===== src/rtl/dhp_pkg.sv =====
// ----------------------------------------------------------------------------
// dhp_pkg
// Shared constants, types and codes of the display head placement core.
// ----------------------------------------------------------------------------
`default_nettype none

package dhp_pkg;

	// Table size and coordinate width.
	localparam int MAX_HEADS = 8;
	localparam int COORD_W   = 16;

	// Derived widths.
	localparam int IDX_W  = $clog2(MAX_HEADS);
	localparam int CNT_W  = $clog2(MAX_HEADS + 1);
	localparam int AREA_W = 2 * COORD_W;
	localparam int TOT_W  = AREA_W + IDX_W;

	// Fixed field widths of the ports.
	localparam int HEAD_W   = 3;
	localparam int FUNC_W   = 2;
	localparam int HCOUNT_W = 4;
	localparam int CFG_W    = 16;
	localparam int CFG_IDX_W = 2;

	// One head rectangle, also used for the query rectangle.
	typedef struct packed {
		logic signed [COORD_W-1:0] left;
		logic signed [COORD_W-1:0] top;
		logic [COORD_W-1:0]        width;
		logic [COORD_W-1:0]        height;
	} box_t;

	// Function codes of an input word.
	typedef enum logic [FUNC_W-1:0] {
		FN_LOAD  = 2'd0,
		FN_RECT  = 2'd1,
		FN_POINT = 2'd2
	} func_t;

	// Configuration register indexes.
	typedef enum logic [CFG_IDX_W-1:0] {
		REG_HEAD_COUNT = 2'd0,
		REG_PRIMARY    = 2'd1,
		REG_SCREEN_W   = 2'd2,
		REG_SCREEN_H   = 2'd3
	} reg_t;

endpackage

`default_nettype wire


===== src/rtl/dhp_table.sv =====
// ----------------------------------------------------------------------------
// dhp_table
// Head rectangle memory: one write port, one read port with registered data.
// ----------------------------------------------------------------------------
`default_nettype none

module dhp_table import dhp_pkg::*; (
	input  logic             clk,
	input  logic             wr_en,
	input  logic [IDX_W-1:0] wr_addr,
	input  box_t             wr_data,
	input  logic             rd_en,
	input  logic [IDX_W-1:0] rd_addr,
	output box_t             rd_data
);

	box_t mem [MAX_HEADS];

	// Write port.
	always_ff @(posedge clk) begin
		if (wr_en) begin
			mem[wr_addr] <= wr_data;
		end
	end

	// Read port; the data is registered and shows in the cycle after rd_en.
	always_ff @(posedge clk) begin
		if (rd_en) begin
			rd_data <= mem[rd_addr];
		end
	end

endmodule

`default_nettype wire


===== src/rtl/dhp_overlap.sv =====
// ----------------------------------------------------------------------------
// dhp_overlap
// Two-stage overlap unit: clipped spans in the first stage, their product
// (the overlap area) in the second.
// ----------------------------------------------------------------------------
`default_nettype none

module dhp_overlap import dhp_pkg::*; (
	input  logic              clk,
	input  logic              arst_n,
	input  logic              in_vld,
	input  logic [IDX_W-1:0]  in_idx,
	input  box_t              rect,
	input  box_t              box,
	output logic              vld_s2,
	output logic [IDX_W-1:0]  idx_s2,
	output logic [AREA_W-1:0] area_s2
);

	logic              vld_s1;
	logic [IDX_W-1:0]  idx_s1;
	logic [COORD_W-1:0] span_x_s1;
	logic [COORD_W-1:0] span_y_s1;

	// Length of the intersection of two intervals, zero when they miss.
	function automatic logic [COORD_W-1:0] span_len(
		input logic signed [COORD_W-1:0] a0,
		input logic [COORD_W-1:0]        alen,
		input logic signed [COORD_W-1:0] b0,
		input logic [COORD_W-1:0]        blen
	);
		logic signed [COORD_W+1:0] sa;
		logic signed [COORD_W+1:0] sb;
		logic signed [COORD_W+1:0] ea;
		logic signed [COORD_W+1:0] eb;
		logic signed [COORD_W+1:0] lo;
		logic signed [COORD_W+1:0] hi;
		logic signed [COORD_W+1:0] d;
		sa = $signed({{2{a0[COORD_W-1]}}, a0});
		sb = $signed({{2{b0[COORD_W-1]}}, b0});
		ea = sa + $signed({2'b00, alen});
		eb = sb + $signed({2'b00, blen});
		lo = (sa > sb) ? sa : sb;
		hi = (ea < eb) ? ea : eb;
		d  = hi - lo;
		return (d > 0) ? d[COORD_W-1:0] : '0;
	endfunction

	// Control tags of both stages.
	always_ff @(posedge clk or negedge arst_n) begin
		if (!arst_n) begin
			vld_s1 <= 1'b0;
			vld_s2 <= 1'b0;
		end else begin
			vld_s1 <= in_vld;
			vld_s2 <= vld_s1;
		end
	end

	// Stage 1: clipped spans on both axes.
	always_ff @(posedge clk) begin
		idx_s1    <= in_idx;
		span_x_s1 <= span_len(rect.left, rect.width, box.left, box.width);
		span_y_s1 <= span_len(rect.top, rect.height, box.top, box.height);
	end

	// Stage 2: overlap area.
	always_ff @(posedge clk) begin
		idx_s2  <= idx_s1;
		area_s2 <= AREA_W'(span_x_s1) * AREA_W'(span_y_s1);
	end

endmodule

`default_nettype wire


===== src/rtl/display_head_placement_core.sv =====
// ----------------------------------------------------------------------------
// display_head_placement_core
// Keeps a table of head rectangles and answers rectangle placement and
// pointer lookup queries against it.
//
//   channel  | signals                                    | direction
//   ---------+--------------------------------------------+----------
//   command  | start, busy, func .. pointer_valid         | in, busy out
//   result   | done, head, dead_flag, partial_flag,       | out
//            | multiple_flag                              |
//   config   | cfg_we, cfg_idx, cfg_data                  | in
//
// A load word does not make the core busy and writes the table at the
// accepting edge. A query keeps the core busy until its result is shown,
// and a rectangle that overlaps no head among several adds a pointer pass.
// The table has a single read port: one entry is read per cycle and fed
// through the two-stage overlap unit. Reset clears the configuration
// registers and the control state; the table is not cleared and must be
// loaded before it is read. The result is shown with done for one cycle
// and cannot be stalled.
// ----------------------------------------------------------------------------
`default_nettype none

module display_head_placement_core import dhp_pkg::*; (
	input  logic                      clk,
	input  logic                      arst_n,
	// Command channel
	input  logic                      start,
	output logic                      busy,
	input  logic [FUNC_W-1:0]         func,
	input  logic [IDX_W-1:0]          entry_index,
	input  logic signed [COORD_W-1:0] pos_x,
	input  logic signed [COORD_W-1:0] pos_y,
	input  logic [COORD_W-1:0]        size_w,
	input  logic [COORD_W-1:0]        size_h,
	input  logic signed [COORD_W-1:0] pointer_x,
	input  logic signed [COORD_W-1:0] pointer_y,
	input  logic                      pointer_valid,
	// Result channel
	output logic                      done,
	output logic [HEAD_W-1:0]         head,
	output logic                      dead_flag,
	output logic                      partial_flag,
	output logic                      multiple_flag,
	// Configuration port
	input  logic                      cfg_we,
	input  logic [CFG_IDX_W-1:0]      cfg_idx,
	input  logic [CFG_W-1:0]          cfg_data
);

	typedef enum logic [1:0] {
		ST_IDLE,
		ST_SCAN,
		ST_WAIT,
		ST_DECIDE
	} state_t;

	state_t state_q;

	// Configuration registers.
	logic [HCOUNT_W-1:0] head_count_q;
	logic [HEAD_W-1:0]   primary_q;
	logic [COORD_W-1:0]  screen_w_q;
	logic [COORD_W-1:0]  screen_h_q;

	// Query latched at acceptance.
	box_t                      rect_q;
	logic signed [COORD_W-1:0] ptr_x_q;
	logic signed [COORD_W-1:0] ptr_y_q;
	logic                      ptr_vld_q;
	logic                      is_rect_q;
	logic [AREA_W-1:0]         rarea_q;

	// Sequencer.
	logic [CNT_W-1:0] cnt_q;
	logic [CNT_W-1:0] len_q;
	logic             dly_q;
	logic             pmode_q;
	logic             single_q;

	// Result registers.
	logic              done_q;
	logic [HEAD_W-1:0] head_q;
	logic              dead_q;
	logic              partial_q;
	logic              multiple_q;

	// Accumulators.
	logic              found_q;
	logic              mult_q;
	logic [AREA_W-1:0] best_q;
	logic [IDX_W-1:0]  bidx_q;
	logic [TOT_W-1:0]  total_q;
	logic              phit_q;
	logic [IDX_W-1:0]  pidx_q;

	// Datapath signals.
	logic              accept;
	logic [CNT_W-1:0]  n_used;
	logic              issue;
	logic              iss_s1;
	logic [IDX_W-1:0]  idx_s1;
	box_t              wr_box;
	box_t              rd_box;
	box_t              ovl_box;
	logic              ovl_vld;
	logic [IDX_W-1:0]  ovl_idx;
	logic [AREA_W-1:0] ovl_area;
	logic signed [COORD_W:0] dx;
	logic signed [COORD_W:0] dy;
	logic              pt_hit;

	assign accept = start && !busy;
	assign busy   = (state_q != ST_IDLE);

	// Number of heads in use, limited to the table size.
	assign n_used = (int'(head_count_q) > MAX_HEADS) ? CNT_W'(MAX_HEADS)
	                                                 : CNT_W'(head_count_q);

	// Configuration writes.
	always_ff @(posedge clk or negedge arst_n) begin
		if (!arst_n) begin
			head_count_q <= '0;
			primary_q    <= '0;
			screen_w_q   <= '0;
			screen_h_q   <= '0;
		end else if (cfg_we) begin
			unique case (cfg_idx)
				REG_HEAD_COUNT: head_count_q <= cfg_data[HCOUNT_W-1:0];
				REG_PRIMARY:    primary_q    <= cfg_data[HEAD_W-1:0];
				REG_SCREEN_W:   screen_w_q   <= cfg_data[COORD_W-1:0];
				REG_SCREEN_H:   screen_h_q   <= cfg_data[COORD_W-1:0];
				default:        ;
			endcase
		end
	end

	// Query fields and rectangle area, captured when a word is accepted.
	always_ff @(posedge clk) begin
		if (accept) begin
			rect_q.left   <= pos_x;
			rect_q.top    <= pos_y;
			rect_q.width  <= size_w;
			rect_q.height <= size_h;
			ptr_x_q       <= pointer_x;
			ptr_y_q       <= pointer_y;
			ptr_vld_q     <= pointer_valid;
			is_rect_q     <= (func == FN_RECT);
			rarea_q       <= AREA_W'(size_w) * AREA_W'(size_h);
		end
	end

	// Head table, written by load words.
	assign wr_box.left   = pos_x;
	assign wr_box.top    = pos_y;
	assign wr_box.width  = size_w;
	assign wr_box.height = size_h;

	assign issue = (state_q == ST_SCAN) && (cnt_q != len_q);

	dhp_table u_table (
		.clk     (clk),
		.wr_en   (accept && (func == FN_LOAD)),
		.wr_addr (entry_index),
		.wr_data (wr_box),
		.rd_en   (issue),
		.rd_addr (cnt_q[IDX_W-1:0]),
		.rd_data (rd_box)
	);

	// Tag of the entry whose data leaves the table this cycle.
	always_ff @(posedge clk or negedge arst_n) begin
		if (!arst_n) begin
			iss_s1 <= 1'b0;
		end else begin
			iss_s1 <= issue;
		end
	end

	always_ff @(posedge clk) begin
		idx_s1 <= cnt_q[IDX_W-1:0];
	end

	// With at most one head the whole screen stands in for the table entry.
	always_comb begin
		if (single_q) begin
			ovl_box.left   = '0;
			ovl_box.top    = '0;
			ovl_box.width  = screen_w_q;
			ovl_box.height = screen_h_q;
		end else begin
			ovl_box = rd_box;
		end
	end

	dhp_overlap u_overlap (
		.clk     (clk),
		.arst_n  (arst_n),
		.in_vld  (iss_s1 && !pmode_q),
		.in_idx  (idx_s1),
		.rect    (rect_q),
		.box     (ovl_box),
		.vld_s2  (ovl_vld),
		.idx_s2  (ovl_idx),
		.area_s2 (ovl_area)
	);

	// Pointer inside the entry just read.
	assign dx = $signed({ptr_x_q[COORD_W-1], ptr_x_q})
	          - $signed({rd_box.left[COORD_W-1], rd_box.left});
	assign dy = $signed({ptr_y_q[COORD_W-1], ptr_y_q})
	          - $signed({rd_box.top[COORD_W-1], rd_box.top});
	assign pt_hit = iss_s1 && pmode_q
	             && !dx[COORD_W] && (dx[COORD_W-1:0] < rd_box.width)
	             && !dy[COORD_W] && (dy[COORD_W-1:0] < rd_box.height);

	// Best overlap, overlap sum and first pointer hit.
	always_ff @(posedge clk or negedge arst_n) begin
		if (!arst_n) begin
			found_q <= 1'b0;
			mult_q  <= 1'b0;
			best_q  <= '0;
			bidx_q  <= '0;
			total_q <= '0;
			phit_q  <= 1'b0;
			pidx_q  <= '0;
		end else if (accept) begin
			found_q <= 1'b0;
			mult_q  <= 1'b0;
			best_q  <= '0;
			bidx_q  <= '0;
			total_q <= '0;
			phit_q  <= 1'b0;
			pidx_q  <= '0;
		end else begin
			if (ovl_vld) begin
				total_q <= total_q + TOT_W'(ovl_area);
				if (ovl_area > best_q) begin
					if (found_q) begin
						mult_q <= 1'b1;
					end
					found_q <= 1'b1;
					best_q  <= ovl_area;
					bidx_q  <= ovl_idx;
				end
			end
			if (pt_hit && !phit_q) begin
				phit_q <= 1'b1;
				pidx_q <= idx_s1;
			end
		end
	end

	// Sequencer and result word.
	always_ff @(posedge clk or negedge arst_n) begin
		if (!arst_n) begin
			state_q    <= ST_IDLE;
			cnt_q      <= '0;
			len_q      <= '0;
			dly_q      <= 1'b0;
			pmode_q    <= 1'b0;
			single_q   <= 1'b0;
			done_q     <= 1'b0;
			head_q     <= '0;
			dead_q     <= 1'b0;
			partial_q  <= 1'b0;
			multiple_q <= 1'b0;
		end else begin
			done_q <= 1'b0;
			unique case (state_q)
				ST_IDLE: begin
					if (accept && (func == FN_RECT)) begin
						state_q  <= ST_SCAN;
						cnt_q    <= '0;
						pmode_q  <= 1'b0;
						single_q <= (n_used <= CNT_W'(1));
						len_q    <= (n_used <= CNT_W'(1)) ? CNT_W'(1) : n_used;
					end else if (accept && (func == FN_POINT)) begin
						state_q  <= ST_SCAN;
						cnt_q    <= '0;
						pmode_q  <= 1'b1;
						single_q <= 1'b0;
						len_q    <= pointer_valid ? n_used : '0;
					end
				end
				ST_SCAN: begin
					if (cnt_q == len_q) begin
						state_q <= ST_WAIT;
						dly_q   <= 1'b0;
					end else begin
						cnt_q <= cnt_q + CNT_W'(1);
					end
				end
				ST_WAIT: begin
					// Let the last entry pass through the overlap unit.
					if (dly_q) begin
						state_q <= ST_DECIDE;
					end else begin
						dly_q <= 1'b1;
					end
				end
				ST_DECIDE: begin
					if (pmode_q) begin
						// Pointer lookup finished.
						state_q    <= ST_IDLE;
						done_q     <= 1'b1;
						head_q     <= phit_q ? HEAD_W'(pidx_q) : primary_q;
						dead_q     <= is_rect_q;
						partial_q  <= 1'b0;
						multiple_q <= 1'b0;
					end else if (found_q || single_q) begin
						state_q    <= ST_IDLE;
						done_q     <= 1'b1;
						head_q     <= single_q ? primary_q : HEAD_W'(bidx_q);
						dead_q     <= !found_q;
						partial_q  <= found_q && (total_q != TOT_W'(rarea_q));
						multiple_q <= mult_q;
					end else begin
						// Dead rectangle among several heads: look up the pointer.
						state_q <= ST_SCAN;
						cnt_q   <= '0;
						pmode_q <= 1'b1;
						len_q   <= ptr_vld_q ? n_used : '0;
					end
				end
				default: state_q <= ST_IDLE;
			endcase
		end
	end

	assign done          = done_q;
	assign head          = head_q;
	assign dead_flag     = dead_q;
	assign partial_flag  = partial_q;
	assign multiple_flag = multiple_q;

	// A result word only follows the decision step.
	a_done_after_decide: assert property (@(posedge clk) disable iff (!arst_n)
		done_q |-> $past(state_q == ST_DECIDE))
		else $error("result word without a decision step");

	// An accepted query keeps the core busy in the next cycle.
	a_query_busy: assert property (@(posedge clk) disable iff (!arst_n)
		(accept && ((func == FN_RECT) || (func == FN_POINT))) |=> busy)
		else $error("accepted query did not start a scan");

	// A dead rectangle is never partial or multiple.
	a_dead_flags: assert property (@(posedge clk) disable iff (!arst_n)
		(done_q && dead_q) |-> (!partial_q && !multiple_q))
		else $error("dead result carries partial or multiple flag");

	// The scan counter never runs past its length.
	a_scan_bound: assert property (@(posedge clk) disable iff (!arst_n)
		(state_q == ST_SCAN) |-> (cnt_q <= len_q))
		else $error("scan counter beyond scan length");

	// The overlap unit only carries words of a rectangle pass.
	a_ovl_mode: assert property (@(posedge clk) disable iff (!arst_n)
		ovl_vld |-> (!pmode_q && (state_q != ST_IDLE)))
		else $error("overlap result outside a rectangle pass");

endmodule

`default_nettype wire


===== config.mk =====
export PLATFORM = sky130hd
export DESIGN_NAME = display_head_placement_core
export DESIGN_NICKNAME = d
export VERILOG_FILES = /design/src/rtl/dhp_pkg.sv /design/src/rtl/dhp_table.sv /design/src/rtl/dhp_overlap.sv /design/src/rtl/display_head_placement_core.sv
export SDC_FILE = /design/constraint.sdc
export NUM_CORES = 2
export LEC_CHECK = 0
export BUFFER_PORTS_ARGS = -buffer_cell sky130_fd_sc_hd__buf_4
export CORE_AREA = 2 2 356 358
export DETAILED_ROUTE_END_ITERATION = 7
export DIE_AREA = 0 0 358 360
export HOLD_SLACK_MARGIN = 0.12
export PLACE_DENSITY_LB_ADDON = 0.2
export SYNTH_ARGS = -nofsm -noshare
export SYNTH_HDL_FRONTEND = slang
export SYNTH_SLANG_ARGS = --single-unit

===== constraint.sdc =====
create_clock -name clk -period 14.09 [get_ports clk]
set_clock_uncertainty 0.05 [all_clocks]
set_input_delay 1.409 -clock clk [delete_from_list [all_inputs] [get_ports clk]]
set_output_delay 1.409 -clock clk [all_outputs]
set_load 0.05 [all_outputs]

# ---- Yosys cells after proc, flatten, opt, wreduce, memory -nomap -nowiden
# Memory sizes are Yosys's and may differ from the RTL's. A register that Yosys moved wholly into a read port is not among the register bits.
# Cells that the tools add are included.
dict set report word_totals {
  register_bits 341
  mem_bits_rw 512
  input_bits 124
  output_inout_bits 8
  elab_cells 197
  n_memories 1
}
# name depth width read_ports rd_clocked_by_memory_dff wr line
set mem_list {}
lappend mem_list {u_table.mem 8 64 1 1 1 dhp_table.sv:17} ;# box_t mem [MAX_HEADS];
dict set report classes {
  addsub 10
  multipliers 2
  n_lt_le_gt_ge 11
  eq_ne 17
  muxes 70
  reduce_logical 46
}
# operator count
set op_table {}
lappend op_table {{2-to-1 mux 32 bit} 3}
lappend op_table {{adder 16 x 17 -> 18 bit} 4}
lappend op_table {{2-to-1 mux 18 bit} 4}
lappend op_table {{2-to-1 mux 35 bit} 2}
lappend op_table {{multiplier 16 x 16 -> 32 bit} 2}
lappend op_table {{2-to-1 mux 64 bit} 1}
lappend op_table {{2-to-1 mux 4 bit} 13}
lappend op_table {{greater-than comparator 18 x 1 -> 1 bit (second input constant)} 2}
lappend op_table {{< comparator 18 bit} 2}
lappend op_table {{subtractor 18 bit} 2}
lappend op_table {{adder 35 x 32 -> 35 bit} 1}
lappend op_table {{inequality test 35 x 32 -> 1 bit} 1}
lappend op_table {{subtractor 16 x 16 -> 17 bit} 2}
lappend op_table {{greater-than comparator 16 bit} 2}
lappend op_table {{greater-than comparator 32 bit} 1}
lappend op_table {{< comparator 16 bit} 2}
lappend op_table {{2-to-1 mux 1 bit} 29}
lappend op_table {{2-to-1 mux 3 bit} 9}
lappend op_table {{AND reduction 2 bit} 9}
lappend op_table {{nonzero test 2 bit} 9}
lappend op_table {{logical AND 1 bit} 13}
lappend op_table {{case mux 4 bit (3 select lines)} 1}
lappend op_table {{== test 2 bit (second input constant)} 5}
lappend op_table {{2-to-1 mux 2 bit} 4}
lappend op_table {{other kinds (19)} 33}

# ---- Depth between registers and ports, before layout
dict set report depth {
  word_depth 9
  mapped_depth 38
  mapped_depth_nobuf 33
}

# ---- Cells and area by module
# Synthesis repeated with hierarchy kept, for this count alone.
dict set report hier_totals {
  cells_unflattened 5248
  area_unflattened_um2 61905.6
}
# module n_inst cells_each area_per_inst_um2 seq_area_each_um2
set by_module_without_submodules {}
lappend by_module_without_submodules {display_head_placement_core 1 2427 23684.0 7367.1}
lappend by_module_without_submodules {dhp_table 1 816 21199.1 17296.6}
lappend by_module_without_submodules {dhp_overlap 1 2005 17022.6 1451.4}

# ---- Least setup slack after synthesis
# OpenSTA, ideal clock, no wires.
dict set report synth_path {
  path_kind {register -> register}
  start {register single_q}
  end {register u_overlap.span_x_s1[1]}
  setup_time_ps 133
  arrival_ps 8159
  required_ps 13907
  path_slack_ps 5747
  path_stages_with_launch 38
  period_less_slack_ps 8343
  cell_sequence {dfrtp_1 buf_2 buf_2 clkbuf_1 clkbuf_1 mux2_2 ha_1 inv_1 fa_1 nand2b_1 a21oi_2 nand4b_4 a2111o_1 nand2_1 xnor2_1 ha_1 nand2_1 o21a_1 (+2 left out) a2111oi_0 o31a_2 a311oi_4 a21oi_2 mux2i_1 ha_1 inv_1 fa_1 a21o_1 a211oi_1 nor2_1 a2111oi_0 nand4_1 nor4b_1 a31oi_1 mux2_2 mux2i_1 nor2b_1}
}
dict set report synth_between {
  elab_chain_len 6
}
# element line
set synth_rtl {}
lappend synth_rtl {{from (decl)} display_head_placement_core.sv:79} ;# logic single_q;
lappend synth_rtl {{from (signal assigned)} display_head_placement_core.sv:276} ;# single_q <= (n_used <= CNT_W'(1));
lappend synth_rtl {{2-to-1 mux 64 bit (*)} display_head_placement_core.sv:186} ;# if (single_q) begin
lappend synth_rtl {{adder 16 x 17 -> 18 bit} dhp_overlap.sv:42} ;# eb = sb + $signed({2'b00, blen});
lappend synth_rtl {{< comparator 18 bit} dhp_overlap.sv:44} ;# hi = (ea < eb) ? ea : eb;
lappend synth_rtl {{2-to-1 mux 18 bit} dhp_overlap.sv:44}
lappend synth_rtl {{subtractor 18 bit (*)} dhp_overlap.sv:45} ;# d = hi - lo;
lappend synth_rtl {{greater-than comparator 18 x 1 -> 1 bit} dhp_overlap.sv:46} ;# return (d > 0) ? d[COORD_W-1:0] : '0;
lappend synth_rtl {{to (signal assigned)} dhp_overlap.sv:63} ;# span_x_s1 <= span_len(rect.left, rect.width, box.left, box.width);
lappend synth_rtl {{to (decl)} dhp_overlap.sv:22} ;# logic [COORD_W-1:0] span_x_s1;
# Mark *: on every way between the ends. The rest lies on a longest branch, timed or not.
# A chain may end at the register's enable or synchronous reset.

# ---- Final worst setup path
# Same ends and word-level chain as after synthesis.

==> qor.csv <==
metric,value,unit
total core area,125000,sq um
startpoint class of the critical path,flip-flop,
row count,130,
vias per cell,5.74,
Final Slew Violations,0,
I/O pins,132,
Die Y,360,microns
RSZ-0062 raised after global routing,no,
clk_lat worst skew,720,ps
antenna violations before repair,6,
ys flop type,edfxtp_1,
Most common cell on crit path,ha_1,
Seq cells post-synth,917,
1st-iter DRT viols,3229,
worst path buffer plus inverter count,3,
I/O Buffers,131,
max cap viols,0,
sequential share of the synthesized area,0.421,
slowest stage cell on the critical path,buf_4,
Multi-input gate area,32800,sq um
DP HPWL,116,mm
vias,41185,
Detail Route Antenna Nets,0,
Clock Tree Root,clkbuf_16,
layout cell share with drive strength beyond 1,0.113,
RePlAce Congestion,0.971,
fin crit period,9580,ps
final hold viol count,0,
clk slew on worst S/H paths,60,ps
largest net degree at the start of global routing,108,
"CP delay by family, top",compound AO/OA/AOI/OAI gates,
WL final,163,mm
post-synthesis net count,6367,
gr ovfl total,0,
Setup TNS,0,ps
WS Path Type,flip-flop to flip-flop,
"most common cell after layout, fill and taps aside",edfxtp_1,
distinct cell type count after synthesis,95,
Final period util,0.680,
fin util,0.546,
Worst Path Max Fanout,100,
cts bufs inserted,97,
CP Capture Type,flip-flop,
drc violations,0,
reg2reg setup slack,4510,ps
Slew @ Worst Pin,1330,ps
status,finished clean,
Seq. cell area,26100,sq um
fmax,104,MHz
"Req. time, crit path",14590,ps
Worst Hold Class,flip-flop to flip-flop,
"Arr. time, crit path",10070,ps
WL/cell,22.8,microns
vias in the first global route,40906,
"Async S/R FF share, synth",0.150,
H-tree depth,3,
first-pass GRT wire length,249,mm
synthesized area,62100,sq um
clk sinks,917,
critical path's largest stage delay,760,ps
CTS resizes,0,
"Hold-fix buffers, CTS",0,
FILL cells,10670,
die area,129000,sq um
# Post-CTS Setup Buffers,0,
synthesized instance count,5345,
Initial Utilization,0.497,
Final #Nets,6475,
final worst slack,4510,ps
total iterations of the first detailed-routing run,6,
final-report setup violation count,0,
die width,358,microns
post-place setup slack,4610,ps
CTS tree,built,
Overall Global Routing Usage,0.256,
most frequent cells in the layout,"706 x edfxtp_1, 687 x inv_1, 501 x ha_1",
Clock Tree Buf Depth,3,
synthesis warning total,0,
area delta synth->final,9.85,%
slew margin rel.,0.107,
Post-Syn Area per Cell,11.6,sq um
"EDFF count, synth",706,
## through the flow
stage          cells  hold slack (ps)  area [sq um]
2_1_floorplan   5345              260         62100
3_3_place_gp    7004              262         64900
3_5_place_dp    7004              262         64900
4_1_cts         7177              267         68200
5_1_grt         7177              282         68200
6_report        7179              268         68200
## per-layer routing
| layer | vias up | routed length (microns) | part of all wire | global-route usage |
|---|---|---|---|---|
| li1 | 18836 | - | - | - |
| met1 | 20975 | 74400 | 0.46 | 0.378 |
| met3 | 171 | 9460 | 0.058 | 0.0307 |
| met5 | - | 0 | 0 | 0 |
| met2 | 1203 | 76500 | 0.47 | 0.407 |
| met4 | 0 | 3090 | 0.019 | 0.0524 |
## flip-flops by register name (all words and copies together) (netlist names), 4 cells and up
signal and count:
head_count_q 4, len_q 4, best_q 32, u_overlap.area_s2 32, ptr_y_q 16, u_table.rd_data 64
cnt_q 4, rarea_q 32, u_table.mem 512, ptr_x_q 16, screen_h_q 16, rect_q 64
u_overlap.span_y_s1 16, u_overlap.span_x_s1 16, total_q 35, screen_w_q 16
## cell usage after synthesis, drive strengths merged, types with 9 or more instances
cell | number | area [sq um]
fa | 397 | 7950
o2111ai | 11 | 103
inv | 690 | 2590
nand3 | 82 | 410
edfxtp | 706 | 21200
mux4 | 128 | 2880
and3 | 20 | 125
nor3 | 67 | 345
clkbuf | 145 | 544
a21oi | 231 | 1160
buf | 27 | 128
o21bai | 20 | 150
and2 | 201 | 1260
xnor2 | 128 | 1120
nand2 | 485 | 1820
nor3b | 9 | 72.6
nand2b | 65 | 407
o211ai | 23 | 178
o31a | 14 | 124
mux2i | 64 | 641
a21boi | 14 | 105
or2 | 11 | 68.8
dfrtp | 138 | 3450
nand3b | 11 | 82.6
o21ai | 199 | 1010
xor2 | 81 | 709
o21a | 51 | 383
or3 | 24 | 150
a21o | 87 | 653
ha | 501 | 6270
nor4 | 15 | 93.8
nand4 | 34 | 213
a31oi | 28 | 190
nor2b | 45 | 282
o31ai | 18 | 140
dfxtp | 73 | 1460
a211oi | 34 | 270
nor2 | 230 | 863
mux2 | 120 | 1350
## final cells by class
type / count / share of cell area
clock buffers: 116 / 0.0371
diodes: 2 / 0.0000734
flip-flops and latches: 917 / 0.383
clock inverters: 57 / 0.0103
repair buffers: 181 / 0.0200
well taps: 1650 / 0.0303
multi-input cells: 3566 / 0.481
inverters: 690 / 0.0381
## cell families after synthesis
family / Yosys count / share of synthesized area
and+or+nand+nor: 1323 / 0.104
DFF: 917 / 0.421
muxes: 312 / 0.0785
xor gates and xnor gates: 209 / 0.0295
buffers and inverters: 862 / 0.0526
adders and majority gates: 898 / 0.229
AOI/OAI and AO/OA: 824 / 0.0860
## worst paths after layout
check | startpoint | end | depth (start not counted)
worst min-delay path | u_overlap.idx_s1[2] | u_overlap.idx_s2[2] | 0
min in group asynchronous | arst_n | best_q[11] | 1
max in group asynchronous | arst_n | screen_w_q[14] | 3
worst max-delay path | single_q | u_overlap.span_x_s1[1] | 33
worst min register to register | u_overlap.idx_s1[2] | u_overlap.idx_s2[2] | 0
worst max register to register | single_q | u_overlap.span_x_s1[1] | 33
## worst reg2reg max path: cells and delay by family, from the launching register on
| kind | cells | cell delay, ps |
|---|---|---|
| compound gates | 13 | 3470 |
| mux | 3 | 1110 |
| simple gates | 9 | 1950 |
| fa+ha+maj | 4 | 1310 |
| flops | 1 | 560 |
| buf+inv | 3 | 890 |
| xor+xnor | 1 | 110 |
Power is not shown: default switching activity piles up to over one toggle a cycle in this logic, so the estimate is an artifact.
